<file path="src/rtl/core/ipv4dq_pkg.sv">
package ipv4dq_pkg;

    // Character codes of interest
    localparam logic [7:0] CHAR_NUL  = 8'h00;
    localparam logic [7:0] CHAR_DOT  = 8'h2E;
    localparam logic [7:0] CHAR_ZERO = 8'h30;
    localparam logic [7:0] CHAR_NINE = 8'h39;

    // Address format limits
    localparam logic [9:0] OCTET_MAX     = 10'd255;
    localparam logic [2:0] DOTS_PER_ADDR = 3'd3;
    localparam logic [1:0] DIGITS_MAX    = 2'd3;

    // One result word
    typedef struct packed {
        logic        addr_valid;
        logic [31:0] address;
    } result_t;

endpackage

</file>
<file path="src/rtl/core/ipv4_dotted_quad_parser.sv">
// When the output word is free, a result shows on out_valid in the cycle after its zero byte.
// Throughput: one character per cycle unless in_stall; the parse state is updated by a single
// multiply-by-ten add and a few compares between the state registers and the result register.
// A two-word output buffer (result register plus skid register) lets characters keep
// flowing while a result waits; in_stall rises only when both words are full.
// Reset (rst_n low, asynchronous): parse state cleared, both output words empty.
module ipv4_dotted_quad_parser
    import ipv4dq_pkg::*;
#(
    parameter int MAX_CHARS = 16
)
(
    input  logic        clk,
    input  logic        rst_n,
    input  logic        in_valid,
    output logic        in_stall,
    input  logic [7:0]  char_byte,
    output logic        out_valid,
    input  logic        out_stall,
    output logic        addr_valid,
    output logic [31:0] address
);

    localparam int CW = $clog2(MAX_CHARS + 1);

    // Parse state
    logic [9:0]    octet_value_reg, octet_value_next;
    logic [1:0]    digit_count_reg, digit_count_next;
    logic [2:0]    dot_count_reg, dot_count_next;
    logic [CW-1:0] char_count_reg, char_count_next;
    logic [31:0]   address_shift_reg, address_shift_next;
    logic          parse_error_reg, parse_error_next;

    // Output buffer
    logic          out_valid_reg, out_valid_next;
    result_t       out_word_reg, out_word_next;
    logic          skid_valid_reg, skid_valid_next;
    result_t       skid_word_reg, skid_word_next;

    logic          in_fire;
    logic          res_push;
    logic          out_pop;
    logic          octet_ok;
    logic [9:0]    octet_times10;
    result_t       res_word;

    assign in_stall = skid_valid_reg;
    assign in_fire  = in_valid && !in_stall;
    assign out_pop  = out_valid_reg && !out_stall;
    assign res_push = in_fire && (char_byte == CHAR_NUL);

    assign octet_ok      = (digit_count_reg != 2'd0) && (octet_value_reg <= OCTET_MAX);
    assign octet_times10 = {octet_value_reg[6:0], 3'b000} + {octet_value_reg[8:0], 1'b0};

    // Result of a terminating zero byte
    always_comb
    begin
        res_word.addr_valid = !parse_error_reg && octet_ok && (dot_count_reg == DOTS_PER_ADDR);
        res_word.address    = res_word.addr_valid ?
                              {address_shift_reg[23:0], octet_value_reg[7:0]} : 32'd0;
    end

    // Per-character state update
    always_comb
    begin
        octet_value_next   = octet_value_reg;
        digit_count_next   = digit_count_reg;
        dot_count_next     = dot_count_reg;
        char_count_next    = char_count_reg;
        address_shift_next = address_shift_reg;
        parse_error_next   = parse_error_reg;
        if (in_fire)
        begin
            if (char_byte == CHAR_NUL)
            begin
                octet_value_next   = 10'd0;
                digit_count_next   = 2'd0;
                dot_count_next     = 3'd0;
                char_count_next    = '0;
                address_shift_next = 32'd0;
                parse_error_next   = 1'b0;
            end
            else if (!parse_error_reg)
            begin
                if (char_count_reg >= CW'(MAX_CHARS))
                begin
                    parse_error_next = 1'b1;
                end
                else
                begin
                    char_count_next = char_count_reg + 1'b1;
                    if (char_byte inside {[CHAR_ZERO:CHAR_NINE]})
                    begin
                        if (digit_count_reg >= DIGITS_MAX)
                        begin
                            parse_error_next = 1'b1;
                        end
                        else
                        begin
                            octet_value_next = octet_times10 + {6'd0, char_byte[3:0]};
                            digit_count_next = digit_count_reg + 1'b1;
                        end
                    end
                    else if (char_byte == CHAR_DOT)
                    begin
                        if ((dot_count_reg >= DOTS_PER_ADDR) || !octet_ok)
                        begin
                            parse_error_next = 1'b1;
                        end
                        else
                        begin
                            address_shift_next = {address_shift_reg[23:0],
                                                  octet_value_reg[7:0]};
                            octet_value_next   = 10'd0;
                            digit_count_next   = 2'd0;
                            dot_count_next     = dot_count_reg + 1'b1;
                        end
                    end
                    else
                    begin
                        parse_error_next = 1'b1;
                    end
                end
            end
        end
    end

    // Output register with skid word behind it
    always_comb
    begin
        out_valid_next  = out_valid_reg;
        out_word_next   = out_word_reg;
        skid_valid_next = skid_valid_reg;
        skid_word_next  = skid_word_reg;
        if (skid_valid_reg)
        begin
            if (out_pop)
            begin
                out_word_next   = skid_word_reg;
                skid_valid_next = 1'b0;
            end
        end
        else if (res_push)
        begin
            if (!out_valid_reg || out_pop)
            begin
                out_valid_next = 1'b1;
                out_word_next  = res_word;
            end
            else
            begin
                skid_valid_next = 1'b1;
                skid_word_next  = res_word;
            end
        end
        else if (out_pop)
        begin
            out_valid_next = 1'b0;
        end
    end

    // Control and state registers
    always_ff @(posedge clk or negedge rst_n)
    begin
        if (!rst_n)
        begin
            octet_value_reg   <= 10'd0;
            digit_count_reg   <= 2'd0;
            dot_count_reg     <= 3'd0;
            char_count_reg    <= '0;
            address_shift_reg <= 32'd0;
            parse_error_reg   <= 1'b0;
            out_valid_reg     <= 1'b0;
            skid_valid_reg    <= 1'b0;
        end
        else
        begin
            octet_value_reg   <= octet_value_next;
            digit_count_reg   <= digit_count_next;
            dot_count_reg     <= dot_count_next;
            char_count_reg    <= char_count_next;
            address_shift_reg <= address_shift_next;
            parse_error_reg   <= parse_error_next;
            out_valid_reg     <= out_valid_next;
            skid_valid_reg    <= skid_valid_next;
        end
    end

    // Payload registers
    always_ff @(posedge clk)
    begin
        out_word_reg  <= out_word_next;
        skid_word_reg <= skid_word_next;
    end

    assign out_valid  = out_valid_reg;
    assign addr_valid = out_word_reg.addr_valid;
    assign address    = out_word_reg.address;

    // Checks
    a_skid_behind_out: assert property (@(posedge clk) disable iff (!rst_n)
        skid_valid_reg |-> out_valid_reg)
        else $error("skid word held while output word empty");

    a_clear_after_end: assert property (@(posedge clk) disable iff (!rst_n)
        res_push |=> (char_count_reg == '0) && (dot_count_reg == 3'd0) && !parse_error_reg)
        else $error("parse state not cleared after end of string");

    a_invalid_zero: assert property (@(posedge clk) disable iff (!rst_n)
        (out_valid_reg && !out_word_reg.addr_valid) |-> (out_word_reg.address == 32'd0))
        else $error("invalid result carries nonzero address");

    a_empty_octet: assert property (@(posedge clk) disable iff (!rst_n)
        (digit_count_reg == 2'd0) |-> (octet_value_reg == 10'd0))
        else $error("octet accumulator nonzero with no digits");

endmodule
</file>
<file path="config.mk">
export PLATFORM = sky130hd
export DESIGN_NAME = ipv4_dotted_quad_parser
export DESIGN_NICKNAME = d
export VERILOG_FILES = /design/src/rtl/core/ipv4dq_pkg.sv /design/src/rtl/core/ipv4_dotted_quad_parser.sv
export SDC_FILE = /design/constraint.sdc
export NUM_CORES = 1
export LEC_CHECK = 0
export BUFFER_PORTS_ARGS = -buffer_cell sky130_fd_sc_hd__buf_2
export CORE_MARGIN = 8
export CORE_UTILIZATION = 46
export DETAILED_ROUTE_END_ITERATION = 8
export HOLD_SLACK_MARGIN = 0.06
export PLACE_DENSITY = 0.61
export REMOVE_ABC_BUFFERS = 1
export SETUP_SLACK_MARGIN = 0.02
export SYNTH_ARGS = -nofsm -noshare
export SYNTH_HDL_FRONTEND = slang
export SYNTH_SLANG_ARGS = --single-unit
</file>
<file path="constraint.sdc">
create_clock -name clk -period 4.5 [get_ports clk]
set_input_delay 0.45 -clock clk [delete_from_list [all_inputs] [get_ports clk]]
set_output_delay 0.45 -clock clk [all_outputs]
set_load 0.05 [all_outputs]
</file>
## Word level (Yosys, flattened, before mapping)

Cells that the tools add are included.

- Register bits: 113
- Input bits: 12
- Output and inout port bits: 35
- Logic and storage cells: 110

- Add/subtract/negate cells: 5
- Magnitude comparators: 6
- Eq/ne operators: 10
- Multiplexer cells: 48
- Bitwise gates (word level): 2
- Reduce and logical (&&, ||, !) cells: 27

Operator list:

| operator | count |
|---|---|
| $mux W24 | 6 |
| $mux W33 | 4 |
| $mux W10 | 7 |
| $mux W32 | 1 |
| $mux W3 | 6 |
| $mux W5 | 3 |
| $mux W1 | 14 |
| $mux W2 | 7 |
| $reduce_and A3 Y1 | 4 |
| $reduce_and A6 Y1 | 2 |
| $add A10 B10 Y10 | 1 |
| $add A10 B4 Y10 | 1 |
| $le A10 B8 Y1 const B | 1 |
| $reduce_bool A2 Y1 | 5 |
| $eq A8 B6 Y1 const B | 1 |
| $ge A8 B6 Y1 const B | 1 |
| $le A8 B6 Y1 const B | 1 |
| $logic_not A8 Y1 | 1 |
| $logic_and A1 B1 Y1 | 7 |
| $ne A2 B1 Y1 const B | 3 |
| $ne A2 B2 Y1 const B | 3 |
| $ne A3 B3 Y1 const B | 2 |
| $add A5 B1 Y5 const B | 1 |
| $ge A5 B5 Y1 const B | 1 |
| other kinds (9) | 15 |

## Longest topological paths before layout

Gate-level depths: netlist of run 1.

- Depth after elaboration: 10
- Gate-level depth with buffers: 9
- Gate-level depth less buffers: 9

## Worst setup path after synthesis of run 1

OpenSTA, ideal clock, no wires.

- Path kind: register to register
- From: register skid_valid_reg, in the netlist in_stall
- To: register out_word_reg, in the netlist addr_valid, enable pin
- Setup time: 434 ps
- Arrival: 3,014 ps
- Required time: 4,066 ps
- Path slack: 1,052 ps
- Stages on the path, launching flop included: 7
- Path buffers: 2
- Period minus slack after synthesis: 3,448 ps
- Cells stage by stage: dfrtp_1 > buf_4 > nand2b_4 > and3b_1 > buf_4 > a21oi_1 > a21oi_1

- Longest elaborated chain between the ends: 5
- Elaborated cells between the ends (all ways): 7
- Those cells by class: eq/ne (1); reduce/logical (6)

Ends and longest elaborated chain:

| item | RTL line | text |
|---|---|---|
| from (decl) | ipv4_dotted_quad_parser.sv:37 | `logic skid_valid_reg, skid_valid_next;` |
| from (signal assigned) | ipv4_dotted_quad_parser.sv:185 | `skid_valid_reg <= skid_valid_next;` |
| $logic_not A1 Y1 | ipv4_dotted_quad_parser.sv:48 | `assign in_fire = in_valid && !in_stall;` |
| $logic_and A1 B1 Y1 | ipv4_dotted_quad_parser.sv:48 |  |
| $logic_and A1 B1 Y1 | ipv4_dotted_quad_parser.sv:50 | `assign res_push = in_fire && (char_byte == CHAR_NUL);` |
| $reduce_bool A2 Y1 (no line) | - |  |
| $reduce_and A3 Y1 (no line) * | - |  |
| to (signal assigned) | ipv4_dotted_quad_parser.sv:192 | `out_word_reg <= out_word_next;` |
| to (decl) | ipv4_dotted_quad_parser.sv:36 | `result_t out_word_reg, out_word_next;` |

Mark *: on every way between the ends. The rest lies on a longest branch, timed or not.
A chain may end at the register's enable or synchronous reset.

## Worst setup path after layout of run 1

- From: register skid_valid_reg, in the netlist in_stall
- To: register out_word_reg, in the netlist address[4], enable pin

The elaborated chain is that of the path after synthesis.

==> flow_summary.yaml, run 1 <==
outcome:
  status: "finished, final reports clean"
routing:
  viasPerCell: 5.21
  drt_wl_total_um: 8910
  drt_first_pass_iters: 4
  drtAntennaViolNets: 0
  drtIter0Drc: 114
  drc: 0
  wl_per_cell_um: 15.7
  vias: 2956
setup_path:
  crit_type: "flop to flop"
  r2r_slack_ns: 1.84
  cp-startpoint: "in_stall"
  cp-end-kind: "flop"
  arrival_ns: 2.79
  critPathMaxFanout: 38
  rr_worst_depth: 5
  slowest_delay_ns: 0.80
  worst-endpoint-required_ns: 4.62
  critPathLaunchType: "flop"
  rr_startpoint: "in_stall"
  cp_num_buf_inv: 1
  path_delay_family: "compound AO/OA/AOI/OAI gates"
  path_cells: "buf_4 -> nand2b_4 -> and3b_1 -> a21oi_1 -> a21oi_4"
  reg2reg_to: "address[4]"
  cpMaxStageDelayCell: "a21oi_4"
logic_synthesis:
  synth_cell_types: 47
  postSynthCellCount: 363
  yosysSeqAreaShare_pct: 62.5
  yosys_warnings: 0
  synth_edf_count: 66
  synthArstFlopShare_pct: 41.6
  synth_top_flop_cell: "edfxtp_1"
  ys_ff_latch: 113
  synth_area_per_cell_um2: 13.9
  netlist_area_um2: 5050
grt:
  antenna_found_initial: 0
  grt_max_degree: 48
  grt_pass1_vias: 3072
  grt_pass1_wl_um: 15100
  use_met3_pct: 4.29
  use_met2_pct: 20.0
  grt_use_met1_pct: 16.8
  top_usage_layer: "met2"
  grt_usage_pct: 13.2
  grt-ovfl-total: 0
sta:
  fin_crit_sh_pct: 59.2
  setup-violations-final: 0
  fin_setup_tns_ns: 0
  drv_slew: 0
  maxSlewHeadroom_pct: 28.0
  finalHoldViolations: 0
  fin_ws_ns: 1.84
  fmax_mhz: 376
  grt_setup_unrepaired: "false"
  timing.final.crit_period_ns: 2.66
  hold-worst-slack_ns: 0.143
  skew_ns: 0.00970
  tightest_slew_ns: 1.08
floorplanning:
  initial_core_util_pct: 46.8
  die-area_um2: 14600
  die_y_um: 121
  die_w_um: 121
  fp-row-count: 38
  core-area_um2: 10800
  num_io_pins: 47
finish:
  final_cells: 567
  n_fill_cell: 925
  nets: 448
  largest_reg_flops: 33
  synthToLayoutAreaGrowth_pct: 17.3
  fin_util_pct: 55.0
  drive_gt1_share_pct: 27.2
  antennaDiodeCount: 0
  design_area_um2: 5930
placed_design:
  io_buffers: 46
  gp_congestion: 0.801
  dpl-instance-area_um2: 5390
  dp_cells: 535
  dp_slack_ns: 1.79
  dp_hpwl_um: 5690
power_and_ir_drop:
  power.density_nw_per_um2: 396
  finalPower_mw: 2.35
  ir_worst_vdd_v: 0.000251
  cellLeakagePower_nw: 2.38
clock_tree:
  cts_resized: 0
  cts_max_path_buffers: 2
  numCtsBuffers: 17
  root_buffer: "clkbuf_8"
  htree_levels: 4
  cts_tree: "built"
  postCtsSetupBuffers: 0
  clkTransAtPathRegs_ns: 0.05
  clock_latency_ns: 0.51
  cts.sinks: 113
  cts_hold_buf: 0
worst_hold_path:
  hold_class: "primary input to asynchronous set/reset pin"
run:
  drv_cap: 0
[cells in the final DEF, fill, tap and decap left out, types with 3 or more instances in the layout]
cell	netlist	final
nor2_1	11	11
o21ai_0	7	7
ha_1	20	20
clkinv_1	0	3
buf_2	3	46
dfrtp_1	47	47
a22o_1	22	22
clkbuf_16	0	16
mux2_2	33	33
edfxtp_1	66	66
nand2_1	19	19
xor2_1	4	4
o31ai_1	3	3
and2_1	32	32
inv_1	21	21
a31o_1	3	3
xnor2_1	5	5
nand2b_1	3	3
clkinv_2	0	5
o22ai_1	8	8
a21oi_1	9	8
mux2i_1	3	3
[power by group]
part	leakage, nW	total [mW]	switching [mW]	internal [mW]
logic	1.03	0.0408	0.0269	0.0140
registers	1.09	1.10	0.00593	1.10
clock network	0.264	1.21	0.435	0.774
[worst max path at each step]
stage                     slack, ns          to  depth (start not counted)
after floorplan                0.61  addr_valid                          4
after global placement         1.83  address[3]                          5
after detailed placement       1.79  address[3]                          5
after CTS                      1.79  address[3]                          5
after global routing           1.58  address[3]                          5
final                          1.84  address[4]                          5
[layout make-up]
type,instances,area [um2],area share [%]
inverter,21,78.8,1.33
timing repair buffer,48,245,4.14
sequential,113,3160,53.2
clock inverter,13,120,2.03
tap,140,175,2.95
clock buffer,19,422,7.11
multi-input combinational,213,1730,29.2
[logic make-up (layout without fill, tap and decap cells)]
logic type      count (synthesis)  count (layout)  share of synthesized area, %
buf+inv                        37             101                          3.49
mux                            36              36                          7.95
compound gates                 62              62                          9.03
simple gates                   84              84                          9.75
flops                         113             113                          62.5
fa+ha+maj                      22              22                          5.74
xor+xnor                        9               9                          1.56
[synth_stat cells (2+ instances only)]
library cell | n | area, um2
edfxtp_1 | 66 | 1980
dfrtp_1 | 47 | 1180
mux2_2 | 33 | 372
and2_1 | 32 | 200
a22o_1 | 22 | 193
inv_1 | 21 | 78.8
ha_1 | 20 | 250
nand2_1 | 19 | 71.3
nor2_1 | 11 | 41.3
a21oi_1 | 9 | 45.0
o22ai_1 | 8 | 50.1
o21ai_0 | 7 | 35.0
buf_4 | 5 | 37.5
clkbuf_1 | 5 | 18.8
xnor2_1 | 5 | 43.8
xor2_1 | 4 | 35.0
a31o_1 | 3 | 26.3
buf_2 | 3 | 15.0
mux2i_1 | 3 | 30.0
nand2b_1 | 3 | 18.8
o31ai_1 | 3 | 22.5
and3_1 | 2 | 12.5
and3b_1 | 2 | 17.5
buf_6 | 2 | 22.5
fa_1 | 2 | 40.0
nand3_1 | 2 | 10.0
nand4b_1 | 2 | 17.5
nor3b_1 | 2 | 15.0
o21ai_1 | 2 | 10.0
[per-layer routing]
| metal | vias up | part of all wire (%) |
|---|---|---|
| li1 | 1447 | - |
| met1 | 1452 | 49 |
| met2 | 47 | 46 |
| met3 | 10 | 4.6 |
| met4 | 0 | 0.94 |
| met5 | - | 0 |
No activity file was read; power rests on OpenSTA's default activity.
==> run 2, diff against run 1 <==
Settings changed: ABC_AREA from default to 1, PLACE_DENSITY 0.61 to 0.64.
Clock period 4.5 ns to 2.4 ns, I/O delays scaled along.
==> flow_summary.yaml, run 2 <==
sta:
  setup-violations-final: 0
  maxSlewHeadroom_pct: 57.8
  fmax_mhz: 489
  grt_setup_unrepaired: "false"
  fin_crit_sh_pct: 85.2
  finalHoldViolations: 0
  tightest_slew_ns: 0.633
  skew_ns: 0.0102
  hold-worst-slack_ns: 0.0833
  drv_slew: 0
  timing.final.crit_period_ns: 2.05
placed_design:
  dpl-instance-area_um2: 5740
  io_buffers: 46
  dp_hpwl_um: 6500
  dp_cells: 710
  gp_congestion: 0.783
logic_synthesis:
  netlist_area_um2: 5390
  synth_area_per_cell_um2: 10.1
  synth_top_flop_cell: "edfxtp_1"
  ys_top_cells_by_count: "nand2_1, edfxtp_1, inv_1"
  synthTopCellsByArea: "edfxtp_1, dfrtp_1, nand2_1"
  postSynthCellCount: 533
  ys_ff_latch: 113
  synth_top_area_share_pct: 36.8
  synthArstFlopShare_pct: 41.6
  yosys_warnings: 0
  synth_edf_count: 66
  yosysMostFrequentCell: "nand2_1"
  synth_cell_types: 29
  yosysTopAreaCell: "edfxtp_1"
  yosysSeqAreaShare_pct: 58.6
grt:
  grt_usage_pct: 13.7
  grt_pass1_wl_um: 17600
  grt-ovfl-total: 0
  grt_max_degree: 48
  grt_pass1_vias: 3785
  antenna_found_initial: 0
finish:
  layout_common_cells: "nand2_1, edfxtp_1, inv_1, nor2_1, dfrtp_1"
  largest_reg_flops: 33
  register_area_um2: 3160
  multiInputGateArea_um2: 1860
  final_common_cell: "nand2_1"
  antennaDiodeCount: 0
  final_cells: 743
  design_area_um2: 6390
  synthToLayoutAreaGrowth_pct: 18.7
  drive_gt1_share_pct: 19.7
  n_fill_cell: 1001
  nets: 621
routing:
  vias: 3705
  drt_wl_total_um: 10300
  drtAntennaViolNets: 0
  viasPerCell: 4.99
  wl_per_cell_um: 13.8
  drc: 0
  drt_first_pass_iters: 4
  drtIter0Drc: 210
setup_path:
  critPathLaunchType: "flop"
  crit_type: "flop to flop"
  worst-endpoint-required_ns: 2.69
  cp-end-kind: "flop"
  arrival_ns: 2.33
  critPathMaxFanout: 3
clock_tree:
  htree_levels: 4
  numCtsBuffers: 17
  clock_latency_ns: 0.40
  cts_tree: "built"
  clkTransAtPathRegs_ns: 0.05
  postCtsSetupBuffers: 0
  root_buffer: "clkbuf_16"
  cts_max_path_buffers: 2
  cts.sinks: 113
floorplanning:
  num_io_pins: 47
  die-area_um2: 15400
  fp-row-count: 39
  initial_core_util_pct: 47.2
  die_w_um: 124
  core-area_um2: 11400
  die_y_um: 124
power_and_ir_drop:
  power.density_nw_per_um2: 831
  finalPower_mw: 5.31
  ir_worst_vdd_v: 0.000445
  cellLeakagePower_nw: 2.77
outcome:
  status: "finished, final reports clean"
worst_hold_path:
  hold_class: "primary input to flop"
run:
  drv_cap: 0
[run 2: changes by cell type in the layout (fill, tap and decap cells not counted), moves of 24 or more]
cell and change:
and2_1 -32, inv_1 +37, nand2_1 +154, nor2_1 +36, nand3_1 +24, mux2_2 -33
[run 2: kinds of logic after synthesis]
family / count (synthesis) / synth area share [%]
xor gates and xnor gates: 7 / 1.14
DFF: 113 / 58.6
and+or+nand+nor: 264 / 20.5
adders and majority gates: 22 / 5.39
buffers and inverters: 82 / 7.04
AOI/OAI and AO/OA: 45 / 7.29
[run 2: final timing paths]
check	from	to	slack, ns	depth (start not counted)
max in group asynchronous	rst_n	address_shift_reg[5]	1.50	3
min reg2reg	address_shift_reg[1]	address_shift_reg[1]	0.48	2
max reg2reg	octet_value_reg[0]	octet_value_reg[8]	0.35	8
min	char_byte[0]	octet_value_reg[0]	0.08	3
max	octet_value_reg[0]	octet_value_reg[8]	0.35	8
min in group asynchronous	rst_n	octet_value_reg[0]	0.47	3
[run 2: cell type report]
cell class	count	area share (%)
timing repair buffer	54	4.77
inverter	63	3.78
clock buffer	19	6.77
clock inverter	13	3.37
tap	143	2.80
multi-input combinational	338	29.1
sequential	113	49.4
[run 2: power breakdown]
part	leakage [nW]	switching, mW	total, mW	internal (mW)
registers	1.23	0.0586	2.17	2.11
clock network	0.317	0.827	2.76	1.93
logic	1.23	0.242	0.388	0.146
[run 2: stage by stage]
| step | setup TNS [ns] | worst slack [ns] | utilization (%) |
|---|---|---|---|
| 2_1_floorplan | -80.22 | -1.44 | - |
| 3_3_place_gp | 0 | 0.421 | 50.2 |
| 3_5_place_dp | 0 | 0.379 | 50.2 |
| 4_1_cts | 0 | 0.361 | 56.0 |
| 5_1_grt | 0 | 0.246 | 56.0 |
| 6_report | 0 | 0.354 | 56.0 |
[run 2: routing by layer]
metal  share of wire (%)  routed length, um  track usage (%)
met2                  49               4990             22.9
met1                  46               4680             16.3
met3                 4.8                490             4.17
met4                 1.2                119             5.10
met5                   0                  0                0
[run 2: worst max-delay path, cell delays in order, from the launching register on]
cell	delay (ns)
dfrtp_1	0.37
inv_1	0.10
fa_1	0.51
inv_1	0.07
fa_1	0.47
nand4_1	0.15
nand4_1	0.13
nand3_1	0.11
nand2_1	0.05
[run 2: what timing repair did]
action	in CTS	in global routing
endpoints found under the hold margin	47	0
hold buffers	1	0
gates resized for setup	0	0
